<file path="config.mk">
export PLATFORM = sky130hd
export DESIGN_NAME = cpt_fifo
export DESIGN_NICKNAME = d
export VERILOG_FILES = /design/src/hdl/cpt_pkg.sv /design/src/hdl/cpt_fifo.sv
export SDC_FILE = /design/constraint.sdc
export NUM_CORES = 1
export LEC_CHECK = 0
export BUFFER_PORTS_ARGS = -buffer_cell sky130_fd_sc_hd__buf_2
export CAP_MARGIN = 40
export CORE_AREA = 4 4 560 396
export CTS_CLUSTER_DIAMETER = 30
export DETAILED_ROUTE_END_ITERATION = 10
export DIE_AREA = 0 0 564 400
export PLACE_DENSITY = 0.42
export SLEW_MARGIN = 20
export SYNTH_ARGS = -nofsm -noshare
export SYNTH_HDL_FRONTEND = slang
export SYNTH_SLANG_ARGS = --single-unit
</file>
<file path="constraint.sdc">
create_clock -name clk -period 12.25 [get_ports clk]
set_input_delay 2.45 -clock clk [delete_from_list [all_inputs] [get_ports clk]]
set_output_delay 2.45 -clock clk [all_outputs]
set_load 0.05 [all_outputs]
</file>
<file path="src/hdl/cpt_pkg.sv">
`timescale 1ns / 1ps

package cpt_pkg;

  localparam int COORD_W     = 16;
  localparam int FRAC_BITS   = 8;
  localparam int OUT_W       = 24;
  localparam int DIFF_W      = COORD_W + 1;
  localparam int DOT_W       = 2 * DIFF_W + 2;
  localparam int V_W         = 2 * DOT_W;
  localparam int HALF_W      = V_W / 2;
  localparam int PP_W        = DIFF_W + HALF_W + 1;
  localparam int X_W         = DIFF_W + V_W + 1;
  localparam int REM_W       = X_W + FRAC_BITS + 2;
  localparam int QB          = COORD_W + FRAC_BITS + 2;
  localparam int QUEUE_DEPTH = 4;
  localparam int PTR_W       = $clog2(QUEUE_DEPTH);

  typedef logic signed [COORD_W-1:0] coord_t;
  typedef logic signed [DIFF_W-1:0]  diff_t;
  typedef logic signed [DOT_W-1:0]   dot_t;
  typedef logic signed [V_W-1:0]     wide_t;
  typedef logic signed [OUT_W-1:0]   out_t;

  typedef enum logic [2:0] {
    REG_VERTEX_A = 3'd0,
    REG_VERTEX_B = 3'd1,
    REG_EDGE_AB  = 3'd2,
    REG_VERTEX_C = 3'd3,
    REG_EDGE_AC  = 3'd4,
    REG_EDGE_BC  = 3'd5,
    REG_INTERIOR = 3'd6
  } region_t;

  // result = base + (e1*n1 + e2*n2) / den, den > 0
  typedef struct packed {
    coord_t [2:0] base;
    diff_t  [2:0] e1;
    wide_t        n1;
    diff_t  [2:0] e2;
    wide_t        n2;
    wide_t        den;
    region_t      region;
    logic         degenerate;
  } item_t;

endpackage

</file>
<file path="src/hdl/cpt_fifo.sv">
`timescale 1ns / 1ps

module cpt_fifo (
  input  logic           clk,
  input  logic           rst,
  input  logic           push,
  input  cpt_pkg::item_t push_item,
  output logic           full,
  input  logic           pop,
  output cpt_pkg::item_t pop_item,
  output logic           empty
);

  cpt_pkg::item_t mem [cpt_pkg::QUEUE_DEPTH];
  logic [cpt_pkg::PTR_W-1:0] wr_ptr, rd_ptr;
  logic [cpt_pkg::PTR_W:0]   count;

  assign full     = count == (cpt_pkg::PTR_W + 1)'(cpt_pkg::QUEUE_DEPTH);
  assign empty    = count == '0;
  assign pop_item = mem[rd_ptr];

  always_ff @(posedge clk) begin
    if (rst) begin
      wr_ptr <= '0;
      rd_ptr <= '0;
      count  <= '0;
    end else begin
      if (push) wr_ptr <= wr_ptr + 1'b1;
      if (pop) rd_ptr <= rd_ptr + 1'b1;
      count <= count + {{cpt_pkg::PTR_W{1'b0}}, push} - {{cpt_pkg::PTR_W{1'b0}}, pop};
    end
  end

  always_ff @(posedge clk) begin
    if (push) mem[wr_ptr] <= push_item;
  end

endmodule

</file>
==> flow_summary.toml <==
[place]
io_buffer_count = 745
dp_slack_ps = 6330
place_inst = 5572
place_hpwl_mm = 87.3
place_area_um2 = 61100
gp_congestion = 0.711

[sta]
min_period_ps = 6190
final_hold_viol_count = 0
rsz0062_at_grt = "false"
whs_ps = 525
setup_slack_ps = 6060
tns_ps = 0
drv_slew = 0
slew-limit-headroom = 0.237
setup_viol = 0
fin_crit_sh = 0.505
finClkSkew_ps = 52.2
tightestPinTransition_ps = 1140
max_freq_mhz = 162

[routing]
drc = 0
via_per_inst = 4.14
wl_mm = 141
vias = 25500
first_pass_iters = 5
drt_iter0_markers = 1682
wl_per_cell_um = 22.8
postRouteAntennaNets = 0

[global_routing]
grt_pass1_vias = 27300
overflow = 0
grt_antenna_before_repair = 77
grt_pass1_wl_mm = 200
grt_max_degree = 120
track_usage = 0.121

[clock_tree]
cts_root_buf = "clkbuf_16"
cts_hold_buf = 0
clockBufferDepth = 4
h-tree-depth = 5
cts_tree = "yes"
cts.sinks = 1489
cts_resized = 0
clk_pin_slew_ps = 50
cts_setup_buffers = 0
clkLatencyLatePin_ps = 780
numCtsBuffers = 309

[power_and_ir_drop]
total_power_mw = 15.8
irDropWorstVdd_uv = 111
power.leakage_nw = 24.0
power_density_nw_per_um2 = 220

[finish]
final_cells = 6159
area_delta_synth_final_pct = 33.0
final_nets = 3368
fillerInstances = 20600
final_area_um2 = 71600
drive_gt1_frac = 0.509
final_core_util = 0.331

[synthesis]
synthDistinctLibCells = 21
syn-num-nets = 2355
synthSimpleGateAreaFrac = 0.00139
synth-compound-area-share = 0.000279
synth_top_family_by_area = "multiplexers"
synth_top_area_cell = "edfxtp_1"
synth_ff_type = "edfxtp_1"
postSynthAreaPerCell_um2 = 27.3
yosysTopAreaCellShare = 0.826
yosysWarnings = 0
synth-seq-area-share = 0.829
ys_top_cells_by_area = "edfxtp_1 (83%), mux4_2 (15%), buf_6 (0.69%)"
synthTopCellsByCount = "edfxtp_1 (1480), mux4_2 (370), buf_2 (38)"
async_flop_share = 0
synth_fa_ha_area_frac = 0.00177
yosysMostFrequentCell = "edfxtp_1"
synth_edf_count = 1480
synth-seq-cells = 1489
synthCells = 1974
synth_mux_area_frac = 0.155
synth_area_um2 = 53800
synth_xor_area_frac = 0.000767

[worst_setup_path]
critPathCaptureType = "output port"
crit_fanout = 90
crit_type = "reg -> out"
cp.arrival_ps = 3740
reg2regPathDepth = 6
cp-start-kind = "flip-flop"
critPathRequiredTime_ps = 9800

[flow_run]
cap_violations = 0

[die]
core_area_um2 = 216000
dieArea_um2 = 226000
start_util = 0.249
io_pins = 746
placementRows = 143
die_y_um = 400
die_w_um = 564

[hold_path]
hold_class = "reg -> reg"
hold_depth = 2

[status]
status = "finished clean"
==> worst paths after layout <==
check             startpoint             to  slack [ps]
hold / removal     rd_ptr[0]      flip-flop         520
setup / recovery   flip-flop  pop_item[364]        6060
setup reg to reg   wr_ptr[0]    mem[2][189]        9080
hold reg to reg    rd_ptr[0]      flip-flop         520
==> state kept, by name (all words and copies together), names as in the netlist, named ones only <==
name	count
mem	1480
rd_ptr	2
count	3
wr_ptr	2
==> worst max-delay path: stages, from the launching register on <==
cell	delay (ps)
dfxtp_4	750
buf_4	590
buf_12	290
buf_12	390
mux4_2	420
buf_2	230
==> placed cells by master (no fill, tap or decap), types with 2 or more instances in the layout <==
cell,n
mux4_2,370
inv_6,23
clkinv_1,36
diode_2,28
bufinv_16,36
clkinvlp_4,30
nor2b_1,2
buf_2,745
clkinv_2,45
clkinv_4,26
inv_1,6
clkinv_16,2
clkbuf_1,35
buf_12,20
buf_16,4
nor2_1,5
ha_1,6
xnor2_1,2
buf_4,15
and2_4,4
dfxtp_1,7
edfxtp_1,1480
clkinv_8,7
clkbuf_16,313
inv_16,2
dfxtp_4,2
==> routing by layer <==
metal / track usage / part of all wire
met5: 0 / 0.0015
met4: 0.0425 / 0.032
met3: 0.0439 / 0.076
met2: 0.193 / 0.48
met1: 0.151 / 0.41
==> area by class of cell <==
| type | count | area [um2] | area share |
|---|---|---|---|
| Clock buffer | 348 | 7960 | 0.111 |
| Sequential cell | 1489 | 44600 | 0.624 |
| Inverter | 6 | 22.5 | 0.000315 |
| Timing Repair Buffer | 784 | 4350 | 0.0608 |
| Multi-Input combinational cell | 397 | 8580 | 0.120 |
| Tap cell | 2900 | 3630 | 0.0507 |
| Antenna cell | 28 | 70.1 | 0.000979 |
| Clock inverter | 207 | 2310 | 0.0323 |
==> cells by family after synthesis <==
group	after synthesis
flip-flops	1489
multiplexers	371
buffers and inverters	88
AND/OR/NAND/NOR	14
adder cells (fa/ha/maj)	7
XOR/XNOR	3
AO/OA/AOI/OAI	2
==> where the power goes <==
group | internal [mW] | total [mW] | leakage (nW) | switching (mW)
Clock | 5.45 | 8.14 | 4.95 | 2.70
Combinational | 0.465 | 1.68 | 5.39 | 1.21
Sequential | 5.88 | 5.93 | 13.7 | 0.0528
(Power assumes the default switching activity.)
